File: src/scd_pkg.sv
// ----------------------------------------------------------------------------
// scd_pkg - shared types and constants
// Fixed-point formats, config register set, controller states and the
// command bundle that drives the datapath of the slip-compensated drive core.
// ----------------------------------------------------------------------------
`default_nettype none

package scd_pkg;

  localparam int FRAC_BITS = 12;          // Q8.12 speeds
  localparam int GAIN_FRAC = 16;          // Q0.16 gains
  localparam int SPD_W     = 20;
  localparam int SLIP_W    = 15;
  localparam int ERR_W     = 21;
  localparam int ESUM_W    = 20;
  localparam int DIFF_W    = 22;

  // shared multiplier operands and product
  localparam int MA_W      = 24;
  localparam int MB_W      = 17;
  localparam int PROD_W    = MA_W + MB_W;
  localparam int ACC_W     = PROD_W + 3;

  localparam int SLIP_ONE  = 1 << FRAC_BITS;
  localparam int SLIP_MAX  = 2 * SLIP_ONE;
  localparam int SLIP_MIN  = -SLIP_ONE;
  localparam int SPD_MAX   = (1 << (SPD_W - 1)) - 1;
  localparam int SPD_MIN   = -(1 << (SPD_W - 1));

  localparam int IN_DATA_W  = 104;
  localparam int IN_USER_W  = 2;
  localparam int OUT_DATA_W = 56;
  localparam int APB_ADDR_W = 5;
  localparam int APB_DATA_W = 32;

  typedef enum logic [2:0] {
    REG_GAIN_P      = 3'd0,
    REG_GAIN_I      = 3'd1,
    REG_GAIN_D      = 3'd2,
    REG_INT_LIMIT   = 3'd3,
    REG_HALF_BASE   = 3'd4,
    REG_CMD_THRESH  = 3'd5,
    REG_WHEEL_THRESH = 3'd6
  } reg_idx_t;

  typedef struct packed {
    logic [15:0] gain_p;
    logic [15:0] gain_i;
    logic [15:0] gain_d;
    logic [18:0] integral_limit;
    logic [12:0] half_wheel_base;
    logic [11:0] command_threshold;
    logic [11:0] wheel_threshold;
  } cfg_t;

  typedef enum logic [2:0] {
    MUL_P,
    MUL_I,
    MUL_D,
    MUL_ANG,
    MUL_HWB
  } mul_sel_t;

  typedef enum logic [3:0] {
    ST_IDLE,
    ST_ERR,
    ST_MUL_P,
    ST_MUL_I,
    ST_MUL_D,
    ST_ACC,
    ST_SLIP,
    ST_MUL_ANG,
    ST_MUL_HWB,
    ST_OUT
  } state_t;

  typedef struct packed {
    logic     capture;
    logic     err_step;
    logic     mul_en;
    mul_sel_t mul_sel;
    logic     diff_load;
    logic     acc_load;
    logic     acc_add;
    logic     slip_step;
    logic     out_load;
  } dp_cmd_t;

endpackage

`default_nettype wire

File: src/scd_regs.sv
// ----------------------------------------------------------------------------
// scd_regs - configuration register file
// APB-style write/read of the seven controller settings.
// ----------------------------------------------------------------------------
`default_nettype none

module scd_regs (
  input  wire logic                           clk,
  input  wire logic                           rst,
  input  wire logic                           psel,
  input  wire logic                           penable,
  input  wire logic                           pwrite,
  input  wire logic [scd_pkg::APB_ADDR_W-1:0] paddr,
  input  wire logic [scd_pkg::APB_DATA_W-1:0] pwdata,
  output logic      [scd_pkg::APB_DATA_W-1:0] prdata,
  output logic                                pready,
  output scd_pkg::cfg_t                       cfg
);

  scd_pkg::reg_idx_t idx;
  logic              wr_en;

  assign idx    = scd_pkg::reg_idx_t'(paddr[4:2]);
  assign pready = 1'b1;
  assign wr_en  = psel && penable && pwrite && pready;

  always_ff @(posedge clk) begin
    if (rst) begin
      cfg.gain_p            <= 16'd655;
      cfg.gain_i            <= 16'd0;
      cfg.gain_d            <= 16'd0;
      cfg.integral_limit    <= 19'd40960;
      cfg.half_wheel_base   <= 13'd1434;
      cfg.command_threshold <= 12'd41;
      cfg.wheel_threshold   <= 12'd20;
    end else if (wr_en) begin
      unique case (idx)
        scd_pkg::REG_GAIN_P:       cfg.gain_p            <= pwdata[15:0];
        scd_pkg::REG_GAIN_I:       cfg.gain_i            <= pwdata[15:0];
        scd_pkg::REG_GAIN_D:       cfg.gain_d            <= pwdata[15:0];
        scd_pkg::REG_INT_LIMIT:    cfg.integral_limit    <= pwdata[18:0];
        scd_pkg::REG_HALF_BASE:    cfg.half_wheel_base   <= pwdata[12:0];
        scd_pkg::REG_CMD_THRESH:   cfg.command_threshold <= pwdata[11:0];
        scd_pkg::REG_WHEEL_THRESH: cfg.wheel_threshold   <= pwdata[11:0];
        default: ;
      endcase
    end
  end

  always_comb begin
    unique case (idx)
      scd_pkg::REG_GAIN_P:       prdata = {16'd0, cfg.gain_p};
      scd_pkg::REG_GAIN_I:       prdata = {16'd0, cfg.gain_i};
      scd_pkg::REG_GAIN_D:       prdata = {16'd0, cfg.gain_d};
      scd_pkg::REG_INT_LIMIT:    prdata = {13'd0, cfg.integral_limit};
      scd_pkg::REG_HALF_BASE:    prdata = {19'd0, cfg.half_wheel_base};
      scd_pkg::REG_CMD_THRESH:   prdata = {20'd0, cfg.command_threshold};
      scd_pkg::REG_WHEEL_THRESH: prdata = {20'd0, cfg.wheel_threshold};
      default:                   prdata = '0;
    endcase
  end

endmodule

`default_nettype wire

File: src/scd_ctrl.sv
// ----------------------------------------------------------------------------
// scd_ctrl - tick sequencer
// Walks one tick through error, PID multiplies, slip update and wheel
// scaling, then hands the result to the output register.
// ----------------------------------------------------------------------------
`default_nettype none

module scd_ctrl (
  input  wire logic       clk,
  input  wire logic       rst,
  input  wire logic       in_valid,
  output logic            in_ready,
  output logic            out_valid,
  input  wire logic       out_ready,
  output scd_pkg::dp_cmd_t cmd
);

  scd_pkg::state_t state, state_next;
  logic            out_free;

  assign out_free = !out_valid || out_ready;

  always_ff @(posedge clk) begin
    if (rst) begin
      state <= scd_pkg::ST_IDLE;
    end else begin
      state <= state_next;
    end
  end

  always_ff @(posedge clk) begin
    if (rst) begin
      out_valid <= 1'b0;
    end else if (cmd.out_load) begin
      out_valid <= 1'b1;
    end else if (out_ready) begin
      out_valid <= 1'b0;
    end
  end

  always_comb begin
    state_next = state;
    unique case (state)
      scd_pkg::ST_IDLE:    if (in_valid) state_next = scd_pkg::ST_ERR;
      scd_pkg::ST_ERR:     state_next = scd_pkg::ST_MUL_P;
      scd_pkg::ST_MUL_P:   state_next = scd_pkg::ST_MUL_I;
      scd_pkg::ST_MUL_I:   state_next = scd_pkg::ST_MUL_D;
      scd_pkg::ST_MUL_D:   state_next = scd_pkg::ST_ACC;
      scd_pkg::ST_ACC:     state_next = scd_pkg::ST_SLIP;
      scd_pkg::ST_SLIP:    state_next = scd_pkg::ST_MUL_ANG;
      scd_pkg::ST_MUL_ANG: state_next = scd_pkg::ST_MUL_HWB;
      scd_pkg::ST_MUL_HWB: state_next = scd_pkg::ST_OUT;
      scd_pkg::ST_OUT:     if (out_free) state_next = scd_pkg::ST_IDLE;
      default:             state_next = scd_pkg::ST_IDLE;
    endcase
  end

  always_comb begin
    cmd      = '0;
    cmd.mul_sel = scd_pkg::MUL_P;
    in_ready = 1'b0;
    unique case (state)
      scd_pkg::ST_IDLE: begin
        in_ready    = 1'b1;
        cmd.capture = in_valid;
      end
      scd_pkg::ST_ERR: cmd.err_step = 1'b1;
      scd_pkg::ST_MUL_P: begin
        cmd.mul_en    = 1'b1;
        cmd.mul_sel   = scd_pkg::MUL_P;
        cmd.diff_load = 1'b1;
      end
      scd_pkg::ST_MUL_I: begin
        cmd.mul_en   = 1'b1;
        cmd.mul_sel  = scd_pkg::MUL_I;
        cmd.acc_load = 1'b1;
      end
      scd_pkg::ST_MUL_D: begin
        cmd.mul_en  = 1'b1;
        cmd.mul_sel = scd_pkg::MUL_D;
        cmd.acc_add = 1'b1;
      end
      scd_pkg::ST_ACC:  cmd.acc_add   = 1'b1;
      scd_pkg::ST_SLIP: cmd.slip_step = 1'b1;
      scd_pkg::ST_MUL_ANG: begin
        cmd.mul_en  = 1'b1;
        cmd.mul_sel = scd_pkg::MUL_ANG;
      end
      scd_pkg::ST_MUL_HWB: begin
        cmd.mul_en  = 1'b1;
        cmd.mul_sel = scd_pkg::MUL_HWB;
      end
      scd_pkg::ST_OUT: cmd.out_load = out_free;
      default: ;
    endcase
  end

endmodule

`default_nettype wire

File: src/scd_dp.sv
// ----------------------------------------------------------------------------
// scd_dp - controller datapath
// Target and odometry state, yaw error, clamped error sum, one shared
// multiplier with accumulator, slip clamp and wheel command saturation.
// ----------------------------------------------------------------------------
`default_nettype none

module scd_dp (
  input  wire logic                              clk,
  input  wire logic                              rst,
  input  wire scd_pkg::dp_cmd_t                  cmd,
  input  wire scd_pkg::cfg_t                     cfg,
  input  wire logic                              cmd_valid,
  input  wire logic signed [scd_pkg::SPD_W-1:0]  cmd_linear,
  input  wire logic signed [scd_pkg::SPD_W-1:0]  cmd_angular,
  input  wire logic                              odom_valid,
  input  wire logic signed [scd_pkg::SPD_W-1:0]  odom_angular,
  input  wire logic signed [scd_pkg::SPD_W-1:0]  wheel_right_meas,
  input  wire logic signed [scd_pkg::SPD_W-1:0]  wheel_left_meas,
  output logic signed      [scd_pkg::SPD_W-1:0]  wheel_right_cmd,
  output logic signed      [scd_pkg::SPD_W-1:0]  wheel_left_cmd,
  output logic signed      [scd_pkg::SLIP_W-1:0] slip_value
);

  localparam int SPD_W  = scd_pkg::SPD_W;
  localparam int SLIP_W = scd_pkg::SLIP_W;
  localparam int ERR_W  = scd_pkg::ERR_W;
  localparam int ESUM_W = scd_pkg::ESUM_W;
  localparam int DIFF_W = scd_pkg::DIFF_W;
  localparam int MA_W   = scd_pkg::MA_W;
  localparam int MB_W   = scd_pkg::MB_W;
  localparam int PROD_W = scd_pkg::PROD_W;
  localparam int ACC_W  = scd_pkg::ACC_W;
  localparam int FRAC   = scd_pkg::FRAC_BITS;
  localparam int GFRAC  = scd_pkg::GAIN_FRAC;
  localparam int Q_W    = ACC_W - GFRAC;
  localparam int T_W    = Q_W + 1;
  localparam int D_W    = PROD_W - FRAC;
  localparam int W_W    = D_W + 1;

  // tick state
  logic signed [SPD_W-1:0]  tgt_lin, tgt_ang, prev_ang;
  logic signed [SPD_W-1:0]  odom_now, odom_before;
  logic signed [SPD_W-1:0]  right_meas, left_meas;
  logic signed [SLIP_W-1:0] slip;
  logic signed [ESUM_W-1:0] err_sum;
  logic signed [ERR_W-1:0]  last_err;

  // per-tick working registers
  logic                     move;
  logic signed [ERR_W-1:0]  err;
  logic signed [DIFF_W-1:0] diff;
  logic signed [PROD_W-1:0] prod;
  logic signed [ACC_W-1:0]  acc;

  function automatic logic [SPD_W-1:0] mag(input logic signed [SPD_W-1:0] v);
    logic [SPD_W-1:0] m;
    m = v[SPD_W-1] ? SPD_W'(-v) : SPD_W'(v);
    return m;
  endfunction

  // error and move condition
  logic signed [SPD_W:0]    odom_sum;
  logic signed [SPD_W-1:0]  filt;
  logic signed [ERR_W-1:0]  err_raw, err_next;
  logic signed [ESUM_W+1:0] sum_raw, lim;
  logic signed [ESUM_W-1:0] err_sum_next;
  logic                     commanded, turning, move_next;

  always_comb begin
    odom_sum = {odom_now[SPD_W-1], odom_now} + {odom_before[SPD_W-1], odom_before};
    filt     = odom_sum[SPD_W:1];
    err_raw  = {prev_ang[SPD_W-1], prev_ang} - {filt[SPD_W-1], filt};
    err_next = (!prev_ang[SPD_W-1] && prev_ang != '0) ? err_raw : -err_raw;

    sum_raw = (ESUM_W+2)'(err_sum) + (ESUM_W+2)'(err_next);
    lim     = {3'b000, cfg.integral_limit};
    if (sum_raw > lim) begin
      err_sum_next = lim[ESUM_W-1:0];
    end else if (sum_raw < -lim) begin
      err_sum_next = ESUM_W'(-lim);
    end else begin
      err_sum_next = sum_raw[ESUM_W-1:0];
    end

    commanded = (mag(tgt_lin) > {8'd0, cfg.command_threshold}) ||
                (mag(prev_ang) > {8'd0, cfg.command_threshold});
    turning   = (mag(left_meas) >= {8'd0, cfg.wheel_threshold}) ||
                (mag(right_meas) >= {8'd0, cfg.wheel_threshold});
    move_next = commanded && turning;
  end

  // shared multiplier
  logic signed [MA_W-1:0]   mul_a;
  logic signed [MB_W-1:0]   mul_b;
  logic signed [PROD_W-1:0] mul_p;

  always_comb begin
    unique case (cmd.mul_sel)
      scd_pkg::MUL_P: begin
        mul_a = MA_W'(err);
        mul_b = {1'b0, cfg.gain_p};
      end
      scd_pkg::MUL_I: begin
        mul_a = MA_W'(err_sum);
        mul_b = {1'b0, cfg.gain_i};
      end
      scd_pkg::MUL_D: begin
        mul_a = MA_W'(diff);
        mul_b = {1'b0, cfg.gain_d};
      end
      scd_pkg::MUL_ANG: begin
        mul_a = MA_W'(tgt_ang);
        mul_b = MB_W'(slip) + MB_W'(scd_pkg::SLIP_ONE);
      end
      scd_pkg::MUL_HWB: begin
        mul_a = prod[FRAC +: MA_W];   // angular term, already >> FRAC
        mul_b = {{(MB_W-13){1'b0}}, cfg.half_wheel_base};
      end
      default: begin
        mul_a = '0;
        mul_b = '0;
      end
    endcase
    mul_p = PROD_W'(mul_a) * PROD_W'(mul_b);
  end

  // slip update
  logic signed [T_W-1:0]    slip_sum;
  logic signed [SLIP_W-1:0] slip_next;

  always_comb begin
    slip_sum = T_W'(slip) + T_W'($signed(acc[ACC_W-1:GFRAC]));
    if (slip_sum > T_W'(scd_pkg::SLIP_MAX)) begin
      slip_next = SLIP_W'(scd_pkg::SLIP_MAX);
    end else if (slip_sum < T_W'(scd_pkg::SLIP_MIN)) begin
      slip_next = SLIP_W'(scd_pkg::SLIP_MIN);
    end else begin
      slip_next = slip_sum[SLIP_W-1:0];
    end
  end

  // wheel commands
  logic signed [W_W-1:0]   wr_sum, wl_sum;
  logic signed [SPD_W-1:0] wr_sat, wl_sat;

  always_comb begin
    wr_sum = W_W'(tgt_lin) + W_W'($signed(prod[PROD_W-1:FRAC]));
    wl_sum = W_W'(tgt_lin) - W_W'($signed(prod[PROD_W-1:FRAC]));
    if (wr_sum > W_W'(scd_pkg::SPD_MAX)) begin
      wr_sat = SPD_W'(scd_pkg::SPD_MAX);
    end else if (wr_sum < W_W'(scd_pkg::SPD_MIN)) begin
      wr_sat = SPD_W'(scd_pkg::SPD_MIN);
    end else begin
      wr_sat = wr_sum[SPD_W-1:0];
    end
    if (wl_sum > W_W'(scd_pkg::SPD_MAX)) begin
      wl_sat = SPD_W'(scd_pkg::SPD_MAX);
    end else if (wl_sum < W_W'(scd_pkg::SPD_MIN)) begin
      wl_sat = SPD_W'(scd_pkg::SPD_MIN);
    end else begin
      wl_sat = wl_sum[SPD_W-1:0];
    end
  end

  always_ff @(posedge clk) begin
    if (rst) begin
      tgt_lin     <= '0;
      tgt_ang     <= '0;
      prev_ang    <= '0;
      odom_now    <= '0;
      odom_before <= '0;
      slip        <= '0;
      err_sum     <= '0;
      last_err    <= '0;
    end else begin
      if (cmd.capture && cmd_valid) begin
        prev_ang <= tgt_ang;
        tgt_lin  <= cmd_linear;
        tgt_ang  <= cmd_angular;
      end
      if (cmd.capture && odom_valid) begin
        odom_before <= odom_now;
        odom_now    <= odom_angular;
      end
      if (cmd.err_step && move_next) begin
        err_sum <= err_sum_next;
      end
      if (cmd.slip_step && move) begin
        slip     <= slip_next;
        last_err <= err;
      end
    end
  end

  always_ff @(posedge clk) begin
    if (cmd.capture) begin
      right_meas <= wheel_right_meas;
      left_meas  <= wheel_left_meas;
    end
    if (cmd.err_step) begin
      err  <= err_next;
      move <= move_next;
    end
    if (cmd.diff_load) begin
      diff <= DIFF_W'(last_err) - DIFF_W'(err);
    end
    if (cmd.mul_en) begin
      prod <= mul_p;
    end
    if (cmd.acc_load) begin
      acc <= ACC_W'(prod);
    end else if (cmd.acc_add) begin
      acc <= acc + ACC_W'(prod);
    end
    if (cmd.out_load) begin
      slip_value <= slip;
      if (tgt_lin == '0 && tgt_ang == '0) begin
        wheel_right_cmd <= '0;
        wheel_left_cmd  <= '0;
      end else begin
        wheel_right_cmd <= wr_sat;
        wheel_left_cmd  <= wl_sat;
      end
    end
  end

endmodule

`default_nettype wire

File: src/slip_compensated_diff_drive_core.sv
// ----------------------------------------------------------------------------
// slip_compensated_diff_drive_core - slip-compensated differential drive
// A new item is accepted only in ST_IDLE, once the previous result has been
// handed to the output register; all five products go through one
// shared 24x17 multiplier, sequenced by scd_ctrl.
// The output register lets the next item be accepted while a result waits.
// Reset (rst, synchronous) restores register defaults and zeroes tick state.
// ----------------------------------------------------------------------------
`default_nettype none

module slip_compensated_diff_drive_core (
  input  wire logic                            clk,
  input  wire logic                            rst,
  // input item
  input  wire logic                            s_axis_tvalid,
  output logic                                 s_axis_tready,
  // [19:0] cmd_linear, [39:20] cmd_angular, [59:40] odom_angular,
  // [79:60] wheel_right_meas, [99:80] wheel_left_meas, [103:100] zero
  input  wire logic [scd_pkg::IN_DATA_W-1:0]   s_axis_tdata,
  // [0] cmd_valid, [1] odom_valid
  input  wire logic [scd_pkg::IN_USER_W-1:0]   s_axis_tuser,
  // result item
  output logic                                 m_axis_tvalid,
  input  wire logic                            m_axis_tready,
  // [19:0] wheel_right_cmd, [39:20] wheel_left_cmd, [54:40] slip_value,
  // [55] zero
  output logic      [scd_pkg::OUT_DATA_W-1:0]  m_axis_tdata,
  // configuration
  input  wire logic                            psel,
  input  wire logic                            penable,
  input  wire logic                            pwrite,
  input  wire logic [scd_pkg::APB_ADDR_W-1:0]  paddr,
  input  wire logic [scd_pkg::APB_DATA_W-1:0]  pwdata,
  output logic      [scd_pkg::APB_DATA_W-1:0]  prdata,
  output logic                                 pready
);

  scd_pkg::cfg_t    cfg;
  scd_pkg::dp_cmd_t cmd;

  logic signed [scd_pkg::SPD_W-1:0]  wheel_right_cmd, wheel_left_cmd;
  logic signed [scd_pkg::SLIP_W-1:0] slip_value;

  scd_regs u_regs (
    .clk     (clk),
    .rst     (rst),
    .psel    (psel),
    .penable (penable),
    .pwrite  (pwrite),
    .paddr   (paddr),
    .pwdata  (pwdata),
    .prdata  (prdata),
    .pready  (pready),
    .cfg     (cfg)
  );

  scd_ctrl u_ctrl (
    .clk       (clk),
    .rst       (rst),
    .in_valid  (s_axis_tvalid),
    .in_ready  (s_axis_tready),
    .out_valid (m_axis_tvalid),
    .out_ready (m_axis_tready),
    .cmd       (cmd)
  );

  scd_dp u_dp (
    .clk              (clk),
    .rst              (rst),
    .cmd              (cmd),
    .cfg              (cfg),
    .cmd_valid        (s_axis_tuser[0]),
    .cmd_linear       (s_axis_tdata[19:0]),
    .cmd_angular      (s_axis_tdata[39:20]),
    .odom_valid       (s_axis_tuser[1]),
    .odom_angular     (s_axis_tdata[59:40]),
    .wheel_right_meas (s_axis_tdata[79:60]),
    .wheel_left_meas  (s_axis_tdata[99:80]),
    .wheel_right_cmd  (wheel_right_cmd),
    .wheel_left_cmd   (wheel_left_cmd),
    .slip_value       (slip_value)
  );

  assign m_axis_tdata = {1'b0, slip_value, wheel_left_cmd, wheel_right_cmd};

endmodule

`default_nettype wire

File: config.mk
export PLATFORM = sky130hd
export DESIGN_NAME = slip_compensated_diff_drive_core
export DESIGN_NICKNAME = d
export VERILOG_FILES = /design/src/scd_pkg.sv /design/src/scd_regs.sv /design/src/scd_ctrl.sv /design/src/scd_dp.sv /design/src/slip_compensated_diff_drive_core.sv
export SDC_FILE = /design/constraint.sdc
export NUM_CORES = 2
export LEC_CHECK = 0
export ABC_AREA = 0
export ABC_CLOCK_PERIOD_IN_PS = 8800
export BUFFER_PORTS_ARGS = -buffer_cell sky130_fd_sc_hd__buf_2
export CAP_MARGIN = 10
export CORE_ASPECT_RATIO = 1.5
export CORE_UTILIZATION = 55
export CTS_CLUSTER_DIAMETER = 50
export DETAILED_ROUTE_END_ITERATION = 16
export PLACE_DENSITY = 0.81
export RECOVER_POWER = 50
export SYNTH_ARGS = -nofsm -noshare
export SYNTH_HDL_FRONTEND = slang
export SYNTH_SLANG_ARGS = --single-unit
File: constraint.sdc
create_clock -name clk -period 8.8 [get_ports clk]
set_input_delay 0.88 -clock clk [delete_from_list [all_inputs] [get_ports clk]]
set_output_delay 0.88 -clock clk [all_outputs]
set_load 0.02 [all_outputs]
==> results.yml <==
timing:
  worst_pin_slew_ps: 3700
  final-hold-violation-count: 0
  clock_skew_ps: 17.9
  slew_headroom: -1.47
  fin_tns_setup_ps: 0
  finalSetupViolCount: 0
  fin_crit_ps: 8590
  fmax_mhz: 116
  setup_slack_ps: 207
  maxSlewViolCount: 358
  post-route-period-util: 0.976
clock_tree:
  insertion_delay_ps: 660
  cts_made_buffers: 56
  clk_pin_slew_ps: 60
  cts_root_buf: "clkbuf_16"
  cts_tree: "done"
  clk_path_buf_depth: 3
  cts_sinks: 489
  htreeDepth: 2
placed_design:
  gp_congestion: 1.08
  place_hpwl_um: 125000
  io_buffers: 206
  dpl_worst_slack_ps: 279
global_routing:
  grt_pass1_vias: 42800
  grt_use_total: 0.342
  antenna_found_initial: 5
  gr-total-overflow: 0
  grt_pass1_wl_um: 236000
  grt_max_degree: 92
status:
  status: "finished, violations left"
  failed_checks: "capacitance limit, slew limit"
synthesis:
  syn_avg_cell_area_um2: 8.44
  synth_top_area_frac: 0.168
  syn_inst: 5785
  ys.warnings.count: 0
  synth_edf_count: 224
  synth-main-ff-cell: "dfxtp_1"
  netlist_area_um2: 48800
  yosys.area.top_type: "fa_1"
  seq_area_frac_synth: 0.246
  ys_types: 89
  synth_seq_cells: 489
  synth-async-reset-ratio: 0
  ys_top_cells_by_area: "fa_1 (17%), edfxtp_1 (14%), dfxtp_1 (11%)"
critical_path:
  crit_top_cell: "fa_1"
  cp_slowest_cell: "nand4_1"
  critPathLaunchType: "flip-flop"
  cp_slowest_stage_delay_ps: 550
  worstSetupPathType: "reg2reg"
  worstSetupEndpointType: "flip-flop"
  worstPathRequired_ps: 9200
  crit_fanout: 31
  arrival_ps: 8990
final_layout:
  finalNetCount: 6901
  n_fill_cell: 7717
  multi_input_area_um2: 33500
  synthToLayoutAreaGrowth_pct: 9.49
  drive_above_1_share: 0.0857
  regArea_um2: 12000
floorplan:
  core-area_um2: 87900
  initial_core_util: 0.556
  die_x_um: 245
  fp.dieArea_um2: 90000
  rows: 133
  ios: 241
  die_h_um: 367
routing:
  drcViolationCount: 0
  totalWireLength_um: 155000
  viasPerCell: 6.06
  drtIter0Drc: 3536
  ant_nets: 0
  wl_per_cell_um: 21.8
  firstDrtPassIters: 7
  vias: 43300
flow_run:
  maxCapViolations: 8
hold_path:
  hold_path.class: "in2reg"
-- state kept, by name (all words and copies together), names as in the netlist, 21 cells and up --
name,flops
u_dp.prod,41
u_dp.acc,44
u_dp.last_err,21
u_dp.diff,22
u_dp.err,21
u_regs.cfg,104
-- placed cells by master, fill, tap and decap left out, types with 205 or more instances in the layout --
| cell type | netlist | routed |
|---|---|---|
| nand2_1 | 908 | 906 |
| dfxtp_1 | 265 | 263 |
| o21ai_0 | 209 | 205 |
| xnor2_1 | 210 | 208 |
| ha_1 | 402 | 400 |
| fa_1 | 409 | 408 |
| nor2_1 | 470 | 466 |
| edfxtp_1 | 224 | 224 |
| inv_1 | 674 | 674 |
| a21oi_1 | 454 | 444 |
-- metrics by stage --
stage                util  cells  hold WS (ps)  area (µm²)
floorplan               -   5798           436       48900
global placement    0.585   7023           444       51400
detailed placement  0.585   7023           449       51400
CTS                 0.608   7129           363       53400
global route        0.608   7136           385       53500
finish              0.608   7139           393       53500
-- kinds of logic after synthesis --
logic type                 after synthesis  share of synthesized area
and+or+nand+nor                       1973                      0.183
AOI/OAI and AO/OA                     1218                      0.157
buffers and inverters                  938                     0.0738
adders and majority gates              811                      0.271
DFF                                    489                      0.246
xor gates and xnor gates               284                     0.0509
muxes                                   70                     0.0184
other                                    2                   0.000154
-- area by class of cell --
class | count | area share
multi-input cells | 4371 | 0.626
flip-flops and latches | 489 | 0.225
inverters | 675 | 0.0475
repair buffers | 347 | 0.0383
clock buffers | 71 | 0.0304
well taps | 1147 | 0.0268
clock inverters | 35 | 0.00585
diodes | 4 | 0.000187
-- Yosys cell counts (74+ instances only) --
cell	number
nor2_1	470
edfxtp_1	224
dfxtp_1	265
xor2_1	74
ha_1	402
clkbuf_1	229
o21ai_0	209
inv_1	674
nand2_1	908
nor3_1	94
a21oi_1	454
xnor2_1	210
a21o_1	117
fa_1	409
-- metal layers --
layer / vias up / part of all wire / track usage
met4: 2 / 0.11 / 0.303
met1: 20700 / 0.35 / 0.367
met3: 647 / 0.074 / 0.0588
li1: 19900 / - / -
met2: 2001 / 0.47 / 0.574
met5: - / 0.000090 / 0
-- what timing repair did --
action	in CTS	in global routing
setup buffers	0	6
resized for setup	0	38
endpoints found under the setup margin	0	23
hold buffers	0	0
hold endpoints to repair	0	0
-- path summary, 6_finish.rpt --
| check | startpoint | end | slack (ps) | cells past startpoint |
|---|---|---|---|---|
| worst min-delay path | s_axis_tdata[92] | u_dp.left_meas[12]$_DFFE_PP_ | 390 | 1 |
| worst min register to register | u_dp.last_err[8]$_SDFFE_PP0P_ | u_dp.last_err[8]$_SDFFE_PP0P_ | 460 | 2 |
| worst max-delay path | u_ctrl.state[2]$_SDFFE_PP0P_ | u_dp.prod[40]$_DFFE_PN_ | 210 | 29 |
| worst max register to register | u_ctrl.state[2]$_SDFFE_PP0P_ | u_dp.prod[40]$_DFFE_PN_ | 210 | 29 |
-- worst max-delay path: cells and delay by family (launching register included) --
| family | cells | cell delay (ps) |
|---|---|---|
| and+or+nand+nor | 8 | 1850 |
| xor gates and xnor gates | 1 | 140 |
| adders and majority gates | 7 | 3380 |
| AOI/OAI and AO/OA | 6 | 1340 |
| DFF | 1 | 470 |
| buffers and inverters | 7 | 1140 |
Power is left out: the tool's default activity adds up to more than one toggle a clock period on the data nets, which glitch-free logic cannot reach.
